### src/text_console_writer_top_assert.svh
// assertion macros shared by the console writer modules
`ifndef TEXT_CONSOLE_WRITER_TOP_ASSERT_SVH
`define TEXT_CONSOLE_WRITER_TOP_ASSERT_SVH

// same-cycle implication, checked outside reset
`define TCW_ASSERT_NOW(label, ante, cons, msg) \
    label: assert property (@(posedge clk) disable iff (!rst_n) (ante) |-> (cons)) \
        else $error(msg);

// next-cycle implication, checked outside reset
`define TCW_ASSERT_NEXT(label, ante, cons, msg) \
    label: assert property (@(posedge clk) disable iff (!rst_n) (ante) |=> (cons)) \
        else $error(msg);

`endif

### src/tcw_pkg.sv
package tcw_pkg;

    // default screen geometry
    localparam int COLS_DEF = 80;
    localparam int ROWS_DEF = 25;

    // request and result field widths
    localparam int OP_W   = 2;
    localparam int CHR_W  = 8;
    localparam int IDX_W  = 11;
    localparam int COL_W  = 7;
    localparam int ROW_W  = 5;
    localparam int POS_W  = 11;
    localparam int CELL_W = 16;

    // cell codes
    localparam logic [CELL_W-1:0] BLANK_CELL   = 16'h0720;
    localparam logic [CHR_W-1:0]  NEWLINE_CODE = 8'h0A;

    // operation codes
    typedef enum logic [OP_W-1:0] {
        OP_PUT   = 2'd0,
        OP_CLEAR = 2'd1,
        OP_READ  = 2'd2,
        OP_NONE  = 2'd3
    } op_t;

    // commands from the sequencer to the cursor unit
    typedef struct packed {
        logic step;
        logic newline;
        logic home;
    } cur_cmd_t;

endpackage

### src/tcw_cursor.sv
module tcw_cursor #(
    parameter int COLS = tcw_pkg::COLS_DEF,
    parameter int ROWS = tcw_pkg::ROWS_DEF
) (
    input  logic                          clk,
    input  logic                          rst_n,
    input  tcw_pkg::cur_cmd_t             cmd,
    output logic [$clog2(COLS)-1:0]       col,
    output logic [$clog2(ROWS)-1:0]       row,
    output logic [$clog2(COLS*ROWS)-1:0]  pos,
    output logic                          scroll
);

    localparam int CW = $clog2(COLS);
    localparam int RW = $clog2(ROWS);
    localparam int AW = $clog2(COLS * ROWS);

    logic [CW-1:0] col_reg, col_next;
    logic [RW-1:0] row_reg, row_next;
    logic          last_col;
    logic          last_row;

    assign last_col = (32'(col_reg) == COLS - 1);
    assign last_row = (32'(row_reg) == ROWS - 1);

    // advance, wrap and home; past the last row the row stays put and a scroll is flagged
    always_comb
    begin
        col_next = col_reg;
        row_next = row_reg;
        scroll   = 1'b0;
        if (cmd.home)
        begin
            col_next = '0;
            row_next = '0;
        end
        else if (cmd.step)
        begin
            if (cmd.newline || last_col)
            begin
                col_next = '0;
                if (last_row)
                begin
                    scroll = 1'b1;
                end
                else
                begin
                    row_next = row_reg + RW'(1);
                end
            end
            else
            begin
                col_next = col_reg + CW'(1);
            end
        end
    end

    always_ff @(posedge clk or negedge rst_n)
    begin
        if (!rst_n)
        begin
            col_reg <= '0;
            row_reg <= '0;
        end
        else
        begin
            col_reg <= col_next;
            row_reg <= row_next;
        end
    end

    // linear position
    assign pos = AW'(32'(row_reg) * COLS + 32'(col_reg));
    assign col = col_reg;
    assign row = row_reg;

`include "text_console_writer_top_assert.svh"

    `TCW_ASSERT_NOW(a_cursor_in_range, 1'b1, (32'(col_reg) < COLS) && (32'(row_reg) < ROWS), "cursor out of screen")
    `TCW_ASSERT_NEXT(a_scroll_keeps_last_row, scroll, last_row && (col_reg == '0), "scroll left cursor off the bottom row start")

endmodule

### config.mk
export PLATFORM = sky130hd
export DESIGN_NAME = tcw_cursor
export DESIGN_NICKNAME = d
export VERILOG_FILES = /design/src/tcw_pkg.sv /design/src/tcw_cursor.sv
export VERILOG_INCLUDE_DIRS = /design/src /design/src/src
export SDC_FILE = /design/constraint.sdc
export NUM_CORES = 1
export LEC_CHECK = 0
export BUFFER_PORTS_ARGS = -buffer_cell sky130_fd_sc_hd__clkbuf_2
export CAP_MARGIN = 10
export CORE_UTILIZATION = 41
export DETAILED_ROUTE_END_ITERATION = 16
export PLACE_DENSITY_LB_ADDON = 0.15
export RECOVER_POWER = 25
export SLEW_MARGIN = 20
export SYNTH_ARGS = -nofsm -noshare
export SYNTH_HDL_FRONTEND = slang
export SYNTH_SLANG_ARGS = --single-unit
### constraint.sdc
create_clock -name clk -period 3.38 [get_ports clk]
set_input_delay 0.676 -clock clk [delete_from_list [all_inputs] [get_ports clk]]
set_output_delay 0.676 -clock clk [all_outputs]
set_load 0.1 [all_outputs]
==> results of run 1 <==
placed cells by master (no fill, tap or decap), drive strengths merged, types with 2 or more instances in the layout:
cell     count
clkbuf      29
ha          12
dfrtp       12
nor2         7
buf          7
xnor2        7
nor3         6
inv          5
a21oi        5
nand2b       5
xor2         5
nand2        4
nor2b        3
o2111ai      3
mux2         3
a21o         2
nand4        2
fa           2
logic make-up after synthesis:
kind of cell,after synthesis
AND/OR/NAND/NOR,34
AO/OA/AOI/OAI,14
adder cells (fa/ha/maj),14
buffers and inverters,13
XOR/XNOR,12
flip-flops,12
multiplexers,4
per-layer routing:
metal  up-vias  GRT usage [%]  wire length [µm]
li1        414              -                 -
met4         0           3.95                 8
met2        17           29.3               972
met3         2           5.56                70
met1       394           24.8              1050
met5         -              0                 0
metrics by stage:
stage	setup TNS [ps]	instances	setup slack, ps	hold WS, ps	power, µW
floorplan	-268	103	-267	380	229
global placement	0	153	239	583	240
detailed placement	0	153	197	583	241
CTS	0	157	15.1	290	333
global route	0	159	16.5	452	349
finish	0	159	118	407	331
cell usage after synthesis:
library cell	instances	area, µm²
o21ai_0	1	5.00
xor2_1	5	43.8
mux2i_1	1	10.0
inv_1	5	18.8
and2b_2	1	8.76
and4b_1	1	10.0
dfrtp_1	12	300
and3b_2	1	10.0
mux2_4	1	15.0
nor3_1	6	30.0
ha_1	12	150
nand2b_1	5	31.3
buf_4	5	37.5
a21oi_1	5	25.0
nand3b_1	1	7.51
fa_1	2	40.0
a31o_2	1	8.76
xnor2_1	7	61.3
o2111ai_1	3	26.3
nand2_1	4	15.0
nand3_1	1	5.00
nor2b_1	2	12.5
clkbuf_1	1	3.75
nor2_1	7	26.3
mux2_1	2	22.5
buf_6	2	22.5
a22o_4	1	17.5
and4bb_1	1	12.5
nor2b_4	1	13.8
a31oi_1	1	6.26
nand4_1	2	12.5
and3_1	1	6.26
a21o_1	2	15.0
worst reg2reg max path, delay by kind of cell (launching register included):
kind / cells / cell delay, ps
DFF: 1 / 450
and+or+nand+nor: 2 / 340
muxes: 1 / 290
AOI/OAI and AO/OA: 1 / 280
adders and majority gates: 1 / 270
power breakdown:
| part | switching (µW) | internal (µW) | leakage [µW] |
|---|---|---|---|
| Clock | 45.5 | 45.6 | 0.0000150 |
| Combinational | 68.8 | 19.9 | 0.000517 |
| Sequential | 5.00 | 146 | 0.000156 |
| Total | 119 | 212 | 0.000688 |
worst max path at each step:
| stage | endpoint | slack [ps] | depth (start not counted) |
|---|---|---|---|
| 2_1_floorplan | pos[10] | -270 | 7 |
| 3_3_place_gp | pos[10] | 240 | 8 |
| 3_5_place_dp | pos[10] | 200 | 8 |
| 4_1_cts | pos[10] | 20 | 8 |
| 5_1_grt | pos[10] | 20 | 8 |
| 6_report | pos[10] | 120 | 7 |
final cells by class:
type | instances | area (µm²)
fill | 215 | 932
sequential | 12 | 313
clock buffer | 4 | 26.3
multi-input combinational | 78 | 771
inverter | 5 | 18.8
tap | 28 | 35.0
timing repair buffer | 32 | 201
what timing repair did:
item | in CTS | in global routing
pin swaps | 2 | 6
setup buffers | 0 | 2
endpoints found under the setup margin | 1 | 2
endpoints found under the hold margin | 0 | 0
gates resized for setup | 4 | 4
==> run_results.csv, run 1 <==
group,metric,value,unit
placed_design,io_buffers,28,
synth,ys_warn_count,0,
pwr,peakVddDrop,228,µV
synth,synth_xor_area_share,10.2,%
sta,max-slew-margin-rel,56.2,%
synth,netlist_instances,103,
floorplanning,die_area,0.00272,mm²
final_layout,n_antenna_cell,0,
clocking,clock_latency,260,ps
sta,skew,3.31,ps
clocking,numCtsBuffers,3,
floorplanning,row_count,17,
final_layout,final_util,59.4,%
routing,viasPerCell,5.20,
sta,post-route-period-util,96.5,%
sta,tightestPinTransition,657,ps
critical_path,crit_path_end_kind,"output port",
final_layout,final_nets,151,
synth,syn_area,0.00103,mm²
sta,rsz0062_at_grt,"false",
final_layout,synthToLayoutAreaGrowth,32.4,%
critical_path,cp_slowest_cell,"fa_2",
critical_path,r2r-end,"row[0]",
synth,synth_nets,122,
global_route,grtUsageTotal,18.5,%
routing,drt_iter0_markers,16,
synth,muxShareOfSynthArea,4.61,%
global_route,grt_pass1_vias,815,
synth,synth_compound_area_share,10.1,%
synth,synth_simple_gate_area_share,19.5,%
clocking,postCtsHoldBufs,0,
critical_path,cp_top_family,"adder cells",
routing,wire_per_inst,13.2,µm
placed_design,place_congestion,0.746,
critical_path,reg2reg_depth,5,
routing,drc,0,
sta,drv_slew,0,
global_route,grt_pass1_wl,3660,µm
synth,synth_top_family_by_area,"simple AND/OR/NAND/NOR gates",
routing,via_count,827,
final_layout,drive_gt1_share,44.3,%
pwr,p_leak,0.000688,µW
global_route,grt_max_degree,21,
floorplanning,ioPinCount,29,
synth,syn_avg_cell_area,10.0,µm²
critical_path,path_max_fanout,5,
critical_path,r2r_slack,1640,ps
clocking,tritoncts,"yes",
routing,routed_wl,2100,µm
global_route,grt-ovfl-total,0,
clocking,root_buffer,"clkbuf_4",
floorplanning,core_area,0.00230,mm²
routing,drtPass1Iterations,4,
sta,setup_viol,0,
critical_path,path_cells,"ha_4 > ha_4 > fa_2 > o2111ai_2 > xnor2_2 > xnor2_4 > buf_12",
outcome,status,"finished clean",
critical_path,r2r_start,"col[0]",
pwr,powerDensity,243,mW/mm²
floorplanning,initial_core_util,44.9,%
sta,hold_viol,0,
floorplanning,dieWidth,52.1,µm
sta,fmax,307,MHz
global_route,antenna_found_initial,0,
critical_path,slowest_delay,590,ps
worst_hold_path,hold_class,"primary input to asynchronous set/reset pin",
critical_path,cp_common_cell,"ha_4",
critical_path,worstSetupStartpointType,"flop",
critical_path,arrival,2590,ps
run,drv_cap,0,
placed_design,dpl_cell_area,0.00127,mm²
clocking,cts_buffer_depth,2,
critical_path,crit_start,"row[1]",
placed_design,dpl.hpwl,1550,µm
critical_path,crit_required,2700,ps
critical_path,critPathBufInv,1,
synth,synth_cell_types,33,
clocking,clkTransAtPathRegs,70,ps
routing,antenna_left,0,
sta,period_needed,3260,ps
synth,synth_seq_cells,12,
clocking,clock_sinks,12,
clocking,htree_levels,1,
final_layout,largest_register_ffs,7,
critical_path,critPathKind,"flop to output port",
final_layout,fin_area,0.00137,mm²
synth,synth_fa_ha_area_share,18.4,%
synth,seq_area_frac_synth,29.1,%
floorplanning,die_h,52.1,µm
No activity file was read; power rests on OpenSTA's default activity.
==> run 2: changes to the inputs <==
- CAP_MARGIN: 10 -> unset
- SETUP_SLACK_MARGIN: unset -> 0.3
==> run_results.csv, run 2 (same netlist as run 1, synthesis figures left out) <==
group,metric,value,unit
critical_path,arrival,2480,ps
global_route,antenna_found_initial,0,
global_route,grt-ovfl-total,0,
pwr,switching_share,35.8,%
sta,hold_viol,0,
critical_path,worstSetupStartpointType,"flop",
sta,tightestPinTransition,696,ps
run,drv_cap,0,
pwr,power_frac_comb,25.7,%
critical_path,reg2reg_depth,6,
routing,viasPerCell,5.32,
final_layout,fillers,178,
pwr,powerDensity,245,mW/mm²
pwr,power_frac_seq,41.1,%
sta,drv_slew,0,
clocking,numCtsBuffers,3,
floorplanning,row_count,17,
routing,drc,0,
routing,drtPass1Iterations,4,
global_route,grt_pass1_wl,3610,µm
pwr,internal_power,234,µW
floorplanning,die_area,0.00272,mm²
routing,routed_wl,2260,µm
floorplanning,ioPinCount,29,
critical_path,crit_required,2700,ps
sta,fmax,316,MHz
sta,setup_viol,0,
placed_design,place_congestion,0.719,
final_layout,fin_area,0.00149,mm²
floorplanning,initial_core_util,44.9,%
placed_design,dpl_cell_area,0.00135,mm²
routing,wire_per_inst,14.0,µm
sta,skew,8.84,ps
sta,max-slew-margin-rel,53.6,%
final_layout,synthToLayoutAreaGrowth,44.4,%
final_layout,multi_input_area,832,µm²
global_route,grt_max_degree,21,
floorplanning,dieWidth,52.1,µm
clocking,root_buffer,"clkbuf_4",
final_layout,drive_gt1_share,49.3,%
final_layout,layout.area.seq,324,µm²
critical_path,crit_path_end_kind,"output port",
global_route,grt_pass1_vias,787,
clocking,clock_latency,280,ps
placed_design,io_buffers,28,
placed_design,dp_slack,330,ps
critical_path,critPathKind,"flop to output port",
final_layout,n_antenna_cell,0,
placed_design,dpl.hpwl,1660,µm
clocking,tritoncts,"yes",
pwr,p_leak,0.000724,µW
routing,drt_iter0_markers,5,
pwr,peakVddDrop,210,µV
pwr,switchingPower,131,µW
clocking,cts_buffer_depth,2,
critical_path,path_max_fanout,2,
clocking,clock_sinks,12,
final_layout,final_common_cell,"clkbuf_2",
sta,fin_ws,220,ps
pwr,pwr-share-clk,33.2,%
sta,rsz0062_at_grt,"true",
clocking,htree_levels,1,
floorplanning,die_h,52.1,µm
critical_path,r2r-end,"row[0]",
outcome,status,"finished clean",
sta,post-route-period-util,93.5,%
clocking,clkTransAtPathRegs,90,ps
global_route,grtUsageTotal,18.3,%
final_layout,final_cell_mix,"clkbuf_2 (23), ha_1 (8)",
critical_path,r2r_start,"row[1]",
final_layout,largest_register_ffs,7,
floorplanning,core_area,0.00230,mm²
sta,period_needed,3160,ps
routing,via_count,862,
sta,finalSetupTns,0,ps
routing,antenna_left,0,
final_layout,final_nets,154,
worst_hold_path,hold_class,"primary input to asynchronous set/reset pin",
critical_path,r2r_slack,1670,ps
## run 2: layer usage
| metal | wire (µm) | track usage (%) | vias up |
|---|---|---|---|
| li1 | - | - | 419 |
| met1 | 995 | 22.7 | 419 |
| met2 | 1160 | 32.5 | 22 |
| met3 | 97 | 2.92 | 2 |
| met4 | 9 | 5.26 | 0 |
| met5 | 0 | 0 | - |
## run 2: cell type report
class	count	area share [%]
multi-input combinational	78	55.9
sequential	12	21.8
clock buffer	4	2.44
inverter	5	1.26
tap	28	2.35
timing repair buffer	35	16.3
## run 2: repair_timing
item,4_1_cts,5_1_grt
hold buffers,0,0
cloned,0,0
endpoints found under the setup margin,4,3
setup buffers,5,2
resized for setup,2,6
pin swaps,5,3
## run 2: power by group through the flow
stage	logic (µW)	registers [µW]	clock network, µW
after floorplan	59.7	171	0
after CTS	93.6	150	127
final	93.8	150	121
after detailed placement	89.1	155	0
after global routing	99.2	150	132
after global placement	88.7	154	0
## run 2: critical path, stage by stage, from the launching register on
cell	delay (ps)
dfrtp_4	500
ha_4	260
ha_4	160
fa_2	570
o2111ai_4	160
xnor2_4	180
xnor2_4	200
buf_12	190
## run 2: worst max path at each step
stage,from,slack [ps],endpoint,cells after the start
after floorplan,row[3],20,pos[10],7
after global placement,row[3],360,pos[10],8
after detailed placement,row[3],330,pos[10],8
after CTS,row[1],160,pos[10],7
after global routing,row[2],140,pos[10],7
final,row[1],220,pos[10],7
## run 2: stage by stage
step	instances	hold slack (ps)	power [µW]	util (%)
finish	162	404	365	64.8
global route	162	467	382	64.8
CTS	160	275	370	62.7
detailed placement	151	591	244	58.9
global placement	151	577	243	58.9
floorplan	103	380	231	-
==> run 3: changes to the inputs <==
- CORE_UTILIZATION: 41 -> 45
==> run_results.csv, run 3 (same netlist as run 1, synthesis figures left out) <==
group,metric,value,unit
outcome,status,"finished clean",
placed_design,dpl.hpwl,1640,µm
critical_path,r2r_start,"row[1]",
floorplanning,initial_core_util,50.0,%
sta,rsz0062_at_grt,"true",
floorplanning,ioPinCount,29,
global_route,grt_pass1_wl,3970,µm
critical_path,path_max_fanout,2,
clocking,tritoncts,"yes",
clocking,numCtsBuffers,3,
final_layout,final_util,72.1,%
clocking,clock_sinks,12,
sta,tightestPinTransition,706,ps
routing,antenna_left,0,
clocking,htree_levels,1,
critical_path,r2r_slack,1660,ps
final_layout,final_cell_mix,"clkbuf_2 (23), ha_1 (8), buf_4 (7)",
final_layout,fillers,154,
clocking,root_buffer,"clkbuf_4",
routing,drt_iter0_markers,19,
final_layout,synthToLayoutAreaGrowth,44.3,%
pwr,peakVddDrop,208,µV
critical_path,critPathBufInv,1,
routing,viasPerCell,5.38,
pwr,p_leak,0.000724,µW
final_layout,largest_register_ffs,7,
global_route,grt-ovfl-total,0,
sta,hold_viol,0,
placed_design,io_buffers,28,
pwr,powerDensity,230,mW/mm²
global_route,grtUsageTotal,21.2,%
critical_path,crit_required,2700,ps
worst_hold_path,hold_class,"primary input to asynchronous set/reset pin",
sta,max-slew-margin-rel,52.9,%
floorplanning,row_count,16,
clocking,cts_buffer_depth,2,
critical_path,worstSetupStartpointType,"flop",
clocking,clock_latency,280,ps
final_layout,fin_cells,162,
sta,period_needed,3170,ps
placed_design,place_congestion,0.755,
global_route,grt_pass1_vias,847,
placed_design,place_inst,150,
floorplanning,core_area,0.00206,mm²
critical_path,slowest_delay,590,ps
critical_path,critPathKind,"flop to output port",
global_route,antenna_found_initial,0,
sta,post-route-period-util,93.8,%
pwr,power_frac_comb,27.7,%
sta,skew,8.51,ps
clocking,postCtsHoldBufs,0,
critical_path,path_cells,"ha_4 > ha_4 > fa_2 > o2111ai_4 > xnor2_4 > xnor2_4 > buf_12",
final_layout,final_common_cell,"clkbuf_2",
routing,drtPass1Iterations,4,
final_layout,n_antenna_cell,0,
critical_path,crit_path_end_kind,"output port",
critical_path,arrival,2490,ps
routing,drc,0,
clocking,clkTransAtPathRegs,80,ps
sta,fmax,316,MHz
sta,drv_slew,0,
routing,via_count,872,
critical_path,cp_slowest_cell,"fa_2",
routing,wire_per_inst,14.4,µm
routing,routed_wl,2330,µm
pwr,switching_share,36.9,%
pwr,pwr-share-clk,28.5,%
critical_path,cp_top_family,"adder cells",
run,drv_cap,0,
final_layout,final_nets,155,
sta,setup_viol,0,
pwr,switchingPower,126,µW
pwr,power_frac_seq,43.8,%
critical_path,reg2reg_depth,6,
pwr,internal_power,216,µW
sta,finalSetupTns,0,ps
floorplanning,die_h,49.9,µm
global_route,grt_max_degree,21,
critical_path,r2r-end,"row[0]",
floorplanning,dieWidth,49.9,µm
sta,hold_ws,406,ps
final_layout,drive_gt1_share,49.6,%
floorplanning,die_area,0.00249,mm²
## run 3: layer usage
metal  vias up  part of all wire, %  GRT usage (%)
met5         -                    0              0
met4         0                 0.51           4.29
met3         3                  4.7           6.17
met2        24                   46           32.2
met1       422                   49           29.7
li1        423                    -              -
## run 3: area by class of cell
| class | instances | area [µm²] | area share (%) |
|---|---|---|---|
| Inverter | 5 | 18.8 | 1.26 |
| Clock buffer | 4 | 26.3 | 1.77 |
| Timing Repair Buffer | 36 | 250 | 16.8 |
| Sequential cell | 12 | 324 | 21.8 |
| Tap cell | 27 | 33.8 | 2.27 |
| Multi-Input combinational cell | 78 | 835 | 56.1 |
## run 3: worst max-delay path by stage
| stage | startpoint | to | slack (ps) | cells after the start |
|---|---|---|---|---|
| final | row[3] | pos[10] | 210 | 7 |
| after global routing | row[3] | pos[10] | 130 | 7 |
| after CTS | row[3] | pos[10] | 170 | 7 |
| after detailed placement | row[3] | pos[10] | 330 | 8 |
| after global placement | row[3] | pos[10] | 380 | 8 |
| after floorplan | row[3] | pos[10] | 20 | 7 |
## run 3: what timing repair did
item                       in CTS  in global routing
pin swaps                       4                  5
setup buffers                   7                  1
setup endpoints to repair       4                  3
gates cloned                    0                  0
resized for setup               3                  6
## run 3: worst reg2reg max path, stage by stage, from the launching register on
cell	delay (ps)
dfrtp_4	490
buf_4	170
inv_1	110
ha_1	160
and4b_1	320
nor2b_4	70
mux2_4	290
## run 3: through the flow
step	setup slack (ps)	cell area (µm²)	power [µW]
finish	210	1490	342
detailed placement	328	1350	243
floorplan	19.2	1200	231
global placement	379	1350	242
CTS	172	1460	345
global route	134	1490	358
## run 3: power by group through the flow
stage	logic, µW	registers [µW]	clock network, µW
after floorplan	59.7	171	0
after global placement	87.5	154	0
after detailed placement	88.4	155	0
after CTS	94.3	150	101
after global routing	99.7	150	108
final	94.8	150	97.4
